$ cat src/rtl/core/wfm_pkg.sv
package wfm_pkg;

    localparam int CFG_W     = 7;
    localparam int CFG_IDX_W = 3;

    localparam logic [CFG_IDX_W-1:0] CFG_ROW_COUNT = 3'd0;
    localparam logic [CFG_IDX_W-1:0] CFG_COL_COUNT = 3'd1;
    localparam logic [CFG_IDX_W-1:0] CFG_START_ROW = 3'd2;
    localparam logic [CFG_IDX_W-1:0] CFG_START_COL = 3'd3;
    localparam logic [CFG_IDX_W-1:0] CFG_GOAL_ROW  = 3'd4;
    localparam logic [CFG_IDX_W-1:0] CFG_GOAL_COL  = 3'd5;

    // headings
    localparam logic [1:0] DIR_PROW = 2'd0;
    localparam logic [1:0] DIR_PCOL = 2'd1;
    localparam logic [1:0] DIR_NROW = 2'd2;
    localparam logic [1:0] DIR_NCOL = 2'd3;

    // epoch tag on seen entries
    localparam int EPOCH_W = 8;

    typedef struct packed {
        logic idle;
        logic done;
        logic reachable;
    } t_walk_sts;

endpackage

$ cat src/rtl/core/wfm_walker.sv
module wfm_walker #(
    parameter int MAX_ROWS = 64,
    parameter int MAX_COLS = 64
) (
    input  logic                                       i_clk,
    input  logic                                       i_rst_n,
    input  logic                                       i_start,
    input  logic [$clog2(MAX_ROWS+1)-1:0]              i_rows,
    input  logic [$clog2(MAX_COLS+1)-1:0]              i_cols,
    input  logic [wfm_pkg::CFG_W-1:0]                  i_start_row,
    input  logic [wfm_pkg::CFG_W-1:0]                  i_start_col,
    input  logic [wfm_pkg::CFG_W-1:0]                  i_goal_row,
    input  logic [wfm_pkg::CFG_W-1:0]                  i_goal_col,
    output wfm_pkg::t_walk_sts                         o_sts,
    input  logic                                       i_res_take,
    output logic [$clog2(MAX_ROWS*MAX_COLS)-1:0]       o_seen_rd_addr,
    input  logic [3:0]                                 i_seen_rd_bits,
    output logic                                       o_seen_wr_en,
    output logic [$clog2(MAX_ROWS*MAX_COLS)-1:0]       o_seen_wr_addr,
    output logic [3:0]                                 o_seen_wr_bits,
    output logic                                       o_seen_advance,
    output logic [$clog2(MAX_ROWS*MAX_COLS)-1:0]       o_wall_rd_addr0,
    output logic [$clog2(MAX_ROWS*MAX_COLS)-1:0]       o_wall_rd_addr1,
    input  logic                                       i_wall_rd_data0,
    input  logic                                       i_wall_rd_data1
);

    localparam int RW  = $clog2(MAX_ROWS);
    localparam int CW  = $clog2(MAX_COLS);
    localparam int AW  = $clog2(MAX_ROWS * MAX_COLS);
    localparam int RNW = $clog2(MAX_ROWS + 1);
    localparam int CNW = $clog2(MAX_COLS + 1);
    localparam int PW  = RW + CNW;

    typedef enum logic [4:0] {
        S_IDLE = 5'b00001,
        S_INIT = 5'b00010,
        S_LOOK = 5'b00100,
        S_EVAL = 5'b01000,
        S_DONE = 5'b10000
    } t_state;

    typedef struct packed {
        logic          ok;
        logic [RW-1:0] row;
        logic [CW-1:0] col;
        logic [AW-1:0] idx;
    } t_nbr;

    function automatic t_nbr f_nbr(
        input logic [1:0]     dir,
        input logic [RW-1:0]  row,
        input logic [CW-1:0]  col,
        input logic [AW-1:0]  idx,
        input logic [RNW-1:0] rows,
        input logic [CNW-1:0] cols
    );
        t_nbr n;
        n.ok  = 1'b0;
        n.row = row;
        n.col = col;
        n.idx = idx;
        unique case (dir)
            wfm_pkg::DIR_PROW: begin
                n.ok  = (32'(row) + 1) < 32'(rows);
                n.row = row + 1'b1;
                n.idx = idx + AW'(cols);
            end
            wfm_pkg::DIR_PCOL: begin
                n.ok  = (32'(col) + 1) < 32'(cols);
                n.col = col + 1'b1;
                n.idx = idx + 1'b1;
            end
            wfm_pkg::DIR_NROW: begin
                n.ok  = (row != '0);
                n.row = row - 1'b1;
                n.idx = idx - AW'(cols);
            end
            wfm_pkg::DIR_NCOL: begin
                n.ok  = (col != '0);
                n.col = col - 1'b1;
                n.idx = idx - 1'b1;
            end
        endcase
        return n;
    endfunction

    t_state        r_state, n_state;
    logic [RW-1:0] r_row, n_row;
    logic [CW-1:0] r_col, n_col;
    logic [AW-1:0] r_idx, n_idx;
    logic [1:0]    r_head, n_head;
    logic [RW-1:0] r_goal_row, n_goal_row;
    logic [CW-1:0] r_goal_col, n_goal_col;
    t_nbr          r_left, n_left;
    t_nbr          r_fwd, n_fwd;
    logic          r_reach, n_reach;

    t_nbr          w_left;
    t_nbr          w_fwd;
    logic          w_start_ok;
    logic          w_goal_ok;
    logic [RW-1:0] w_sr;
    logic [CW-1:0] w_sc;
    logic [PW-1:0] w_prod;
    logic [AW-1:0] w_start_idx;

    assign w_left = f_nbr(r_head + 2'd1, r_row, r_col, r_idx, i_rows, i_cols);
    assign w_fwd  = f_nbr(r_head, r_row, r_col, r_idx, i_rows, i_cols);

    // one-based positions; zero or past the edge is outside
    assign w_start_ok = (i_start_row != '0) && (32'(i_start_row) <= 32'(i_rows)) &&
                        (i_start_col != '0) && (32'(i_start_col) <= 32'(i_cols));
    assign w_goal_ok  = (i_goal_row != '0) && (32'(i_goal_row) <= 32'(i_rows)) &&
                        (i_goal_col != '0) && (32'(i_goal_col) <= 32'(i_cols));

    assign w_sr        = RW'(i_start_row - 1'b1);
    assign w_sc        = CW'(i_start_col - 1'b1);
    assign w_prod      = w_sr * i_cols;
    assign w_start_idx = AW'(w_prod + PW'(w_sc));

    always_comb begin
        n_state        = r_state;
        n_row          = r_row;
        n_col          = r_col;
        n_idx          = r_idx;
        n_head         = r_head;
        n_goal_row     = r_goal_row;
        n_goal_col     = r_goal_col;
        n_left         = r_left;
        n_fwd          = r_fwd;
        n_reach        = r_reach;
        o_seen_wr_en   = 1'b0;
        o_seen_wr_bits = i_seen_rd_bits | (4'b0001 << r_head);
        o_seen_advance = 1'b0;
        unique case (r_state)
            S_IDLE: begin
                if (i_start) begin
                    n_state = S_INIT;
                end
            end
            S_INIT: begin
                n_goal_row = RW'(i_goal_row - 1'b1);
                n_goal_col = CW'(i_goal_col - 1'b1);
                if (w_start_ok && w_goal_ok) begin
                    n_row   = w_sr;
                    n_col   = w_sc;
                    n_idx   = w_start_idx;
                    n_head  = wfm_pkg::DIR_PCOL;
                    n_state = S_LOOK;
                end else begin
                    n_reach = 1'b0;
                    n_state = S_DONE;
                end
            end
            S_LOOK: begin
                // reads of seen[idx] and both neighbor walls go out this cycle
                if (r_row == r_goal_row && r_col == r_goal_col) begin
                    n_reach = 1'b1;
                    n_state = S_DONE;
                end else begin
                    n_left  = w_left;
                    n_fwd   = w_fwd;
                    n_state = S_EVAL;
                end
            end
            S_EVAL: begin
                if (i_seen_rd_bits[r_head]) begin
                    n_reach = 1'b0;
                    n_state = S_DONE;
                end else begin
                    // written back before the next LOOK reads, so no overlap
                    o_seen_wr_en = 1'b1;
                    n_state      = S_LOOK;
                    if (r_left.ok && !i_wall_rd_data0) begin
                        n_head = r_head + 2'd1;
                        n_row  = r_left.row;
                        n_col  = r_left.col;
                        n_idx  = r_left.idx;
                    end else if (r_fwd.ok && !i_wall_rd_data1) begin
                        n_row = r_fwd.row;
                        n_col = r_fwd.col;
                        n_idx = r_fwd.idx;
                    end else begin
                        n_head = r_head + 2'd3;
                    end
                end
            end
            S_DONE: begin
                if (i_res_take) begin
                    o_seen_advance = 1'b1;
                    n_state        = S_IDLE;
                end
            end
            default: begin
                n_state = S_IDLE;
            end
        endcase
    end

    always_ff @(posedge i_clk) begin
        if (!i_rst_n) begin
            r_state <= S_IDLE;
            r_head  <= wfm_pkg::DIR_PCOL;
            r_reach <= 1'b0;
        end else begin
            r_state <= n_state;
            r_head  <= n_head;
            r_reach <= n_reach;
        end
    end

    always_ff @(posedge i_clk) begin
        r_row      <= n_row;
        r_col      <= n_col;
        r_idx      <= n_idx;
        r_goal_row <= n_goal_row;
        r_goal_col <= n_goal_col;
        r_left     <= n_left;
        r_fwd      <= n_fwd;
    end

    assign o_seen_rd_addr  = r_idx;
    assign o_seen_wr_addr  = r_idx;
    assign o_wall_rd_addr0 = w_left.idx;
    assign o_wall_rd_addr1 = w_fwd.idx;

    assign o_sts.idle      = (r_state == S_IDLE);
    assign o_sts.done      = (r_state == S_DONE);
    assign o_sts.reachable = r_reach;

endmodule

$ cat config.mk
export PLATFORM = sky130hd
export DESIGN_NAME = wfm_walker
export DESIGN_NICKNAME = d
export VERILOG_FILES = /design/src/rtl/core/wfm_pkg.sv /design/src/rtl/core/wfm_walker.sv
export SDC_FILE = /design/constraint.sdc
export NUM_CORES = 1
export LEC_CHECK = 0
export CAP_MARGIN = 0
export CORE_MARGIN = 4
export CORE_UTILIZATION = 38
export DETAILED_ROUTE_END_ITERATION = 7
export DONT_BUFFER_PORTS = 1
export PLACE_DENSITY = 0.62
export SYNTH_ARGS = -nofsm -noshare
export SYNTH_HDL_FRONTEND = slang
export SYNTH_SLANG_ARGS = --single-unit
$ cat constraint.sdc
create_clock -name i_clk -period 15 [get_ports i_clk]
set_input_delay 2.25 -clock i_clk [delete_from_list [all_inputs] [get_ports i_clk]]
set_output_delay 2.25 -clock i_clk [all_outputs]
set_load 0.01 [all_outputs]
==> metrics.md, run 1 <==
| Metric | Value |
|---|---|
| Status | finished, final reports clean |
| Peak Freq | 140 MHz |
| Ys Warns | 0 |
| Final setup fails | 0 |
| Skew final | 0.00867 ns |
| Post-Syn Nets | 1273 |
| Largest net degree at the start of global routing | 51 |
| Clk_lat worst skew | 0.36 ns |
| Async SR Flop Fraction | 0% |
| Synth Area in Compound Gates | 16.7% |
| Mux cell area share after synthesis | 0.964% |
| IO Pins | 109 |
| Sequential share of the synthesized area | 28.6% |
| Fin cells | 1348 |
| Cell variety after synth | 66 |
| Die width | 167 µm |
| CTS tree | yes |
| Max_slew headroom | 28.1% |
| Largest family of logic cells by synthesized area | adder cells |
| Global route overflow | 0 |
| Initial core utilization | 39.0% |
| Cell Chain, Critical Path | inv_1, ha_1, nand2_1, xor2_1, nand2b_1, fa_1, fa_1, inv_1, fa_1, inv_1, fa_1, inv_1, ha_1, nand3_1, o211ai_1, o41ai_1, o21ai_0, xnor2_1, o21ai_0 |
| CP max FO | 8 |
| Worst path required time | 15.08 ns |
| HP Class | register to register |
| Final hold slack | 0.613 ns |
| IO buf count | 0 |
| P_leak | 4.02 nW |
| Most common cell after layout, fill and taps aside | nand2_1 |
| Gr usage total | 20.8% |
| Total number of vias | 7966 |
| Total chip power | 0.000875 W |
| FF-to-FF End | r_left[10] |
| Routability-driven placement congestion ratio | 0.886 |
| Power Density | 88.7 nW/µm² |
| Clock period minus worst slack | 7.14 ns |
| Worst Setup Start Kind | input port |
| Simple-Gate Fraction of Synth Area | 18.0% |
| Slew @ Worst Pin | 1.08 ns |
| Post-CTS resize count | 0 |
| Total CTS buffers | 9 |
| Count of state elements after synthesis | 94 |
| Final hold viol count | 0 |
| Main synth FF type | edfxtp_1 |
| Root Buffer | clkbuf_16 |
| R2R setup slack | 11.56 ns |
| Slowest stage cell, crit path | fa_1 |
| DRT Pass-1 Iters | 5 |
| Setup crit end kind | register |
| Wire per inst | 21.7 µm |
| Hpwl dp | 21300 µm |
| Critical path class | input port to register |
| Worst setup path start | i_start_row[0] |
| FP Rows | 57 |
| 1st-iter DRT viols | 670 |
| CTS Buffer Depth | 2 |
| First-pass GRT wire length | 45300 µm |
| Hold-fix buffers, CTS | 0 |
| VDD IR max | 0.0495 mV |
| Total clock sinks | 94 |
| ANT cells | 0 |
| Most frequent cells in the layout | nand2_1, ha_1, nor2_1, edfxtp_1, inv_1 |
| Period Utilization, post-route | 47.6% |
| Final ANT Viol Nets | 0 |
| Drt total wl | 29300 µm |
| Post-Syn Instances | 1092 |
| Worst Path Arrival | 7.23 ns |
| Vias in the first global route | 7682 |
| Xor/xnor share of the synthesized area | 8.12% |
| Layout area overhead | 2.72% |
| Post-synth EDFFs | 86 |
| RSZ-0062 raised after global routing | no |
| NumNets Final | 1200 |
| Post-CTS Setup Inserts | 0 |
| H-Tree Depth | 3 |
| Syn Area/Cell | 8.80 µm² |
| Final Max Slew Viols | 0 |
| Worst R2R Path Depth | 10 |
| Antenna violations before repair | 1 |
| Vias per cell | 5.91 |
| Die Area | 27900 µm² |
| Core Region | 24600 µm² |
| Layout cells sized above 1 | 4.69% |
| Setup crit end | o_seen_rd_addr[11] |
| CP max stage delay | 0.54 ns |
| Clock-pin transition on the worst setup and hold timing paths | 0.07 ns |
| Dpl cells | 1332 |
| Final Core Density | 40.1% |
| Post-Route Setup TNS | 0 ns |
| Reg-to-reg startpoint | o_seen_rd_addr[0] |
| Adder-cell share of the synthesized area | 18.8% |
| MaxCap Viol Count | 0 |
| Die H | 167 µm |
| Post-Syn Area | 9610 µm² |
| # DRC | 0 |
[cell families (layout without fill, tap and decap cells)]
group                      after synthesis  count (layout)
muxes                                    8               8
and+or+nand+nor                        356             356
xor gates and xnor gates                89              89
AOI/OAI and AO/OA                      238             238
adders and majority gates              129             129
buffers and inverters                  178             110
DFF                                     94              94
[per-stage QoR]
step | instance area, µm² | setup slack [ns]
after floorplan | 9610 | 7.82
after global placement | 9580 | 7.72
after detailed placement | 9580 | 7.58
after CTS | 9870 | 7.93
after global routing | 9870 | 7.59
final | 9870 | 7.86
[critical path, delay by kind of cell]
kind            cells  cell delay [ns]
compound gates      4             0.99
xor+xnor            2             0.66
fa+ha+maj           6             2.62
buf+inv             4             0.31
simple gates        3             0.38
[how the worst min path moves through the flow]
stage / slack, ns / startpoint / cells past startpoint / endpoint
6_report: 0.61 / r_reach / 2 / r_reach
3_5_place_dp: 0.61 / r_reach / 2 / r_reach
5_1_grt: 0.64 / r_reach / 2 / r_reach
3_3_place_gp: 0.60 / r_fwd[14] / 2 / r_col[2]
4_1_cts: 0.61 / r_reach / 2 / r_reach
2_1_floorplan: 0.52 / r_reach / 2 / r_reach
[metal layers]
layer / share of wire (%) / vias up / wire [µm] / global-route usage (%)
met5: 0 / - / 0 / 0
met4: 3.8 / 0 / 1120 / 8.82
met3: 7.9 / 70 / 2320 / 5.45
met2: 45 / 287 / 13300 / 33.3
met1: 43 / 3889 / 12600 / 26.8
li1: - / 3720 / - / -
[synthesized netlist by cell type (10+ instances only)]
library cell,instances,area share (%)
a21oi_1,67,3.5
a221o_1,10,1.0
a221oi_1,11,1.0
a22oi_1,18,1.4
a31oi_1,23,1.5
and3_1,20,1.3
buf_4,37,2.9
clkbuf_1,40,1.6
edfxtp_1,86,27
fa_1,25,5.2
ha_1,104,14
inv_1,81,3.2
nand2_1,108,4.2
nand2b_1,16,1.0
nand3_1,23,1.2
nand4_1,13,0.85
nor2_1,87,3.4
nor2b_1,13,0.85
nor3_1,25,1.3
o21ai_0,31,1.6
xnor2_1,50,4.6
xor2_1,39,3.6
[cell type report]
class                   instances  area (µm²)
fillers                      2440       14700
clock buffers                  14         274
inverters                      82         308
well taps                     324         405
flip-flops and latches         94        2740
repair buffers                 12        90.1
clock inverters                 2        15.0
multi-input cells             820        6030
[where the power goes]
part	total [W]	switching (W)	internal [W]
combinational	0.000324	0.000189	0.000135
clock	0.000232	0.000106	0.000127
sequential	0.000319	0.0000152	0.000304
[state kept, by name, summed over array words and instances, names as in the netlist, 2 cells and up]
name / count
o_seen_rd_addr: 12
r_col: 6
r_fwd: 25
r_goal_col: 6
r_goal_row: 6
r_head: 2
r_left: 25
r_row: 6
r_state: 5
No activity file was read; power rests on OpenSTA's default activity.
==> inputs of run 2 (changes only) <==
Clock period 15 ns to 6.6 ns, I/O delays scaled along.
==> metrics.md, run 2 (synthesis gave the netlist of run 1 again) <==
| Metric | Value |
|---|---|
| # DRC | 1 (+1) |
| Hpwl dp | 21800 µm (+2.2%) |
| Post-Route Setup TNS | 0 ns (unchanged) |
| Drt total wl | 29600 µm (+1.3%) |
| Most common cell after layout, fill and taps aside | nand2_1 |
| Root Buffer | clkbuf_16 |
| Clock share of power | 28.3% (+1.8 points) |
| IO Pins | 109 (unchanged) |
| P_leak | 4.05 nW (+0.69%) |
| Status | finished with violations |
| Routability-driven placement congestion ratio | 0.868 (-2.1%) |
| Worst Path Arrival | 5.78 ns (-1.45 ns) |
| Comb pwr share | 36.5% (-0.5 points) |
| DRT Pass-1 Iters | 8 (+3) |
| Failing checks | design-rule violations |
| HP Class | register to register |
| Die H | 167 µm (unchanged) |
| Vias in the first global route | 7607 (-0.98%) |
| Die width | 167 µm (unchanged) |
| Max_slew headroom | 36.2% (+8.1 points) |
| 1st-iter DRT viols | 755 (+13%) |
| Final setup fails | 0 (unchanged) |
| Worst slack, placed | 0.594 ns (-6.98 ns) |
| NumNets Final | 1203 (+0.25%) |
| Period Utilization, post-route | 86.1% |
| Total number of vias | 8019 (+0.67%) |
| Antenna violations before repair | 1 (unchanged) |
| Sequential share of power | 35.3% (-1.1 points) |
| Skew final | 0.0105 ns (+0.00179 ns) |
| VDD IR max | 0.102 mV (+110%) |
| Post-CTS resize count | 0 (unchanged) |
| Total chip power | 0.00206 W (+130%) |
| RSZ-0062 raised after global routing | no |
| MaxCap Viol Count | 0 (unchanged) |
| Layout cells sized above 1 | 5.06% (+0.38 points) |
| Worst Setup Start Kind | input port |
| Largest net degree at the start of global routing | 51 (unchanged) |
| First-pass GRT wire length | 45600 µm (+0.62%) |
| Post-CTS Setup Inserts | 0 (unchanged) |
| CTS Buffer Depth | 2 (unchanged) |
| Final ANT Viol Nets | 0 (unchanged) |
| Total clock sinks | 94 (unchanged) |
| Die Area | 27900 µm² (unchanged) |
| Setup crit end kind | register |
| Core Region | 24600 µm² (unchanged) |
| P_sw | 0.000722 W (+130%) |
| Worst path required time | 6.69 ns (-8.39 ns) |
| Final hold viol count | 0 (unchanged) |
| Hold-fix buffers, CTS | 0 (unchanged) |
| Sw Share | 35.1% (-0.21 points) |
| CTS tree | yes |
| Global route overflow | 0 (unchanged) |
| Critical path class | input port to register |
| Wire per inst | 21.9 µm (+0.96%) |
| Clock period minus worst slack | 5.69 ns |
| FP Rows | 57 (unchanged) |
| Layout area overhead | 3.23% |
| Slew @ Worst Pin | 0.955 ns (-0.121 ns) |
| Peak Freq | 176 MHz |
| Final WS setup | 0.915 ns (-6.94 ns) |
| H-Tree Depth | 3 (unchanged) |
| CP max FO | 7 (-1) |
| Total CTS buffers | 9 (unchanged) |
| Vias per cell | 5.93 (+0.37%) |
| Final Core Density | 40.3% (+0.20 points) |
| Final Max Slew Viols | 0 (unchanged) |
| Clk_lat worst skew | 0.36 ns (about the same) |
| Most frequent cells in the layout | nand2_1, ha_1, nor2_1, edfxtp_1, inv_1 |
| Initial core utilization | 39.0% (unchanged) |
| Internal power | 0.00133 W (+140%) |
| Clock-pin transition on the worst setup and hold timing paths | 0.07 ns (about the same) |
| Gr usage total | 20.9% (+0.091 points) |
| Power Density | 207 nW/µm² (+130%) |
| IO buf count | 0 (unchanged) |
-- run 2: cell types whose count changed in the layout (fill, tap and decap cells not counted), sizes merged --
cell	previous run	this run
clkbuf	14	10
buf	12	15
bufinv	0	2
clkinv	2	4
diode	0	1
-- run 2: final timing paths --
kind | startpoint | endpoint | slack [ns] | depth (start not counted)
setup reg to reg | o_seen_rd_addr[0] | r_fwd[10] | 3.09 | 10
hold reg to reg | r_reach | r_reach | 0.63 | 2
hold / removal | r_reach | r_reach | 0.63 | 2
setup / recovery | i_start_row[2] | o_seen_rd_addr[11] | 0.92 | 19
-- run 2: cell type report --
type                            instances  area [µm²]
Antenna cell                            1        2.50
Clock buffer                           10         229
Clock inverter                          6        83.8
Fill cell                            2417       14700
Inverter                               82         308
Multi-Input combinational cell        820        6030
Sequential cell                        94        2740
Tap cell                              324         405
Timing Repair Buffer                   15         113
-- run 2: per-stage QoR --
| stage | instances | hold slack [ns] | cell area, µm² |
|---|---|---|---|
| after floorplan | 1092 | 0.524 | 9610 |
| after detailed placement | 1335 | 0.610 | 9600 |
| after CTS | 1351 | 0.622 | 9910 |
| after global routing | 1352 | 0.657 | 9920 |
| after global placement | 1335 | 0.598 | 9600 |
| final | 1352 | 0.626 | 9920 |
-- run 2: worst max-delay path, stage by stage --
cell and delay [ns]:
nor3_1 0.24, nand3_1 0.17, xor2_1 0.17, buf_4 0.16
nand2b_1 0.16, fa_1 0.52, fa_1 0.54, inv_1 0.05
fa_1 0.52, inv_1 0.06, fa_1 0.54, inv_1 0.04
ha_1 0.35, nand3_1 0.11, o211ai_1 0.14, o41ai_1 0.51
o21ai_0 0.24, xnor2_1 0.19, o21ai_0 0.09
-- run 2: power groups by stage --
stage                     combinational [W]  clock [W]  sequential, W
after global routing               0.000857   0.000614       0.000727
after CTS                          0.000745   0.000584       0.000725
after detailed placement           0.000737          0       0.000738
after global placement             0.000720          0       0.000738
final                              0.000750   0.000581       0.000725
after floorplan                    0.000618          0       0.000714
-- run 2: layer usage --
| layer | global-route usage [%] | vias to the layer above | routed length, µm |
|---|---|---|---|
| li1 | - | 3716 | - |
| met1 | 27.3 | 3911 | 12500 |
| met2 | 34.9 | 347 | 14000 |
| met3 | 5.45 | 45 | 2620 |
| met4 | 5.09 | 0 | 469 |
| met5 | 0 | - | 0 |
==> inputs of run 3 (changes only) <==
Settings changed: CAP_MARGIN 0 to 10, REMOVE_ABC_BUFFERS from default to 1, SLEW_MARGIN from default to 20.
==> metrics.md, run 3 (synthesis gave the netlist of run 1 again) <==
| Metric | Value |
|---|---|
| Status | finished, final reports clean |
| WHS Path Cells | 1 (-1) |
| Clock period minus worst slack | 5.62 ns (-0.0669 ns) |
| Root Buffer | clkbuf_16 |
| ANT cells | 0 (-1) |
| CTS Buffer Depth | 2 (unchanged) |
| Final setup fails | 0 (unchanged) |
| Global route overflow | 0 (unchanged) |
| Total chip power | 0.00197 W (-4.4%) |
| Met1 Use GR | 25.4% (-1.9 points) |
| Met2 Usage GRT | 29.7% (-5.2 points) |
| 1st-iter DRT viols | 647 (-14%) |
| Initial core utilization | 39.0% (unchanged) |
| Clock-pin transition on the worst setup and hold timing paths | 0.07 ns (about the same) |
| Fin cells | 1349 (-0.22%) |
| Slew @ Worst Pin | 1.02 ns (+0.0614 ns) |
| Final hold viol count | 0 (unchanged) |
| Routability-driven placement congestion ratio | 0.859 (-0.95%) |
| Hold-fix buffers, CTS | 0 (unchanged) |
| Hpwl dp | 20400 µm (-6.3%) |
| Gr usage total | 19.1% (-1.9 points) |
| Most frequent cells in the layout | nand2_1, ha_1, nor2_1, edfxtp_1, inv_1 |
| Final Max Slew Viols | 0 (unchanged) |
| Worst R2R Path Depth | 10 (unchanged) |
| Period Utilization, post-route | 85.1% (-1.0 points) |
| Die H | 167 µm (unchanged) |
| Post-CTS resize count | 0 (unchanged) |
| R2R setup slack | 3.09 ns (about the same) |
| Vias in the first global route | 7494 (-1.5%) |
| Worst Path Arrival | 5.71 ns (-0.07 ns) |
| Total CTS buffers | 9 (unchanged) |
| Critical path class | input port to register |
| Layout cells sized above 1 | 4.98% (-0.088 points) |
| CP max FO | 7 (unchanged) |
| Most common cell after layout, fill and taps aside | nand2_1 |
| Setup crit end kind | register |
| GRT Max-Usage Layer | met2 |
| Final WS setup | 0.982 ns (+0.0669 ns) |
| MaxCap Viol Count | 0 (unchanged) |
| VDD IR max | 0.134 mV (+31%) |
| Worst Hold Launch | r_head[0] |
| Worst slack, placed | 0.586 ns (-0.00815 ns) |
| Grt met3 use | 5.43% (-0.024 points) |
| Dpl cells | 1333 (-0.15%) |
| Worst Hold End | r_head[0] |
| Core Region | 24600 µm² (unchanged) |
| # DRC | 0 (-1) |
| Largest net degree at the start of global routing | 51 (unchanged) |
| Wire per inst | 20.0 µm (-8.7%) |
| Skew final | 0.00792 ns (-0.00253 ns) |
| H-Tree Depth | 3 (unchanged) |
| Reg-to-reg startpoint | o_seen_rd_addr[0] |
| Layout area overhead | 2.75% |
| Final ANT Viol Nets | 0 (unchanged) |
| Total clock sinks | 94 (unchanged) |
| HP Class | register to register |
| NumNets Final | 1201 (-0.17%) |
| Die Area | 27900 µm² (unchanged) |
| First-pass GRT wire length | 42100 µm (-7.6%) |
| Power Density | 199 nW/µm² (-3.9%) |
| FP Rows | 57 (unchanged) |
| Vias per cell | 5.82 (-1.8%) |
| Post-CTS Setup Inserts | 0 (unchanged) |
| DRT Pass-1 Iters | 5 (-3) |
| FF-to-FF End | r_fwd[10] |
| Worst Setup Start Kind | input port |
| Max_slew headroom | 32.0% (-4.1 points) |
| P_leak | 4.03 nW (-0.58%) |
| Drt total wl | 27000 µm (-8.9%) |
| RSZ-0062 raised after global routing | no |
| Total number of vias | 7857 (-2.0%) |
| Peak Freq | 178 MHz (+1.2%) |
| Die width | 167 µm (unchanged) |
| Antenna violations before repair | 0 (-1) |
| Clk_lat worst skew | 0.36 ns (about the same) |
| Worst path required time | 6.69 ns (about the same) |
| IO buf count | 0 (unchanged) |
| CTS tree | yes |
| Filler instances | 2452 (+1.4%) |
| IO Pins | 109 (unchanged) |
| Post-Route Setup TNS | 0 ns (unchanged) |
[run 3: cell count changes in the layout (fill, tap and decap cells not counted), sizes merged]
| cell | before | now |
|---|---|---|
| bufinv | 2 | 0 |
| buf | 15 | 13 |
| diode | 1 | 0 |
| clkinv | 4 | 6 |
[run 3: per-stage QoR]
stage	hold WS, ns	area [µm²]	util, %
3_3_place_gp	0.585	9590	39.0
4_1_cts	0.606	9870	40.1
6_report	0.600	9870	40.1
2_1_floorplan	0.531	9050	-
5_1_grt	0.644	9870	40.1
3_5_place_dp	0.595	9590	39.0
[run 3: metal layers]
layer	up-vias	part of all wire (%)
met1	3789	43
met5	-	0
met3	59	8.9
met2	299	45
met4	0	2.9
li1	3710	-
[run 3: cell type report]
class	count	area, µm²	area share, %
Tap cell	324	405	4.11
Multi-Input combinational cell	820	6030	61.1
Clock inverter	6	45.0	0.456
Clock buffer	10	239	2.42
Timing Repair Buffer	13	97.6	0.989
Inverter	82	308	3.12
Sequential cell	94	2740	27.8
[run 3: critical path, stage by stage]
cell and delay (ns):
nor3_1 0.23, nand3_1 0.17, xor2_1 0.17, buf_4 0.16, nand2b_1 0.16, fa_1 0.52, fa_1 0.55, inv_1 0.05
fa_1 0.52, inv_1 0.05, fa_1 0.53, inv_1 0.04, ha_1 0.22, or2_2 0.30, a311oi_1 0.37, o21ai_0 0.20
a31oi_1 0.23, xor2_1 0.16, o21ai_0 0.08
[run 3: report_power, final]
| group | switching, W | total, W | internal (W) |
|---|---|---|---|
| clock | 0.000238 | 0.000506 | 0.000268 |
| sequential | 0.0000331 | 0.000724 | 0.000690 |
| combinational | 0.000425 | 0.000736 | 0.000310 |
| total | 0.000697 | 0.00197 | 0.00127 |
[run 3: how the worst max path moves through the flow]
stage / from / end / slack, ns
2_1_floorplan: i_start_row[0] / o_seen_rd_addr[10] / 0.92
3_3_place_gp: i_start_row[2] / o_seen_rd_addr[10] / 0.76
3_5_place_dp: i_start_row[2] / o_seen_rd_addr[10] / 0.59
4_1_cts: i_start_row[2] / o_seen_rd_addr[10] / 0.96
5_1_grt: i_start_row[2] / o_seen_rd_addr[10] / 0.64
6_report: i_start_row[2] / o_seen_rd_addr[10] / 0.98
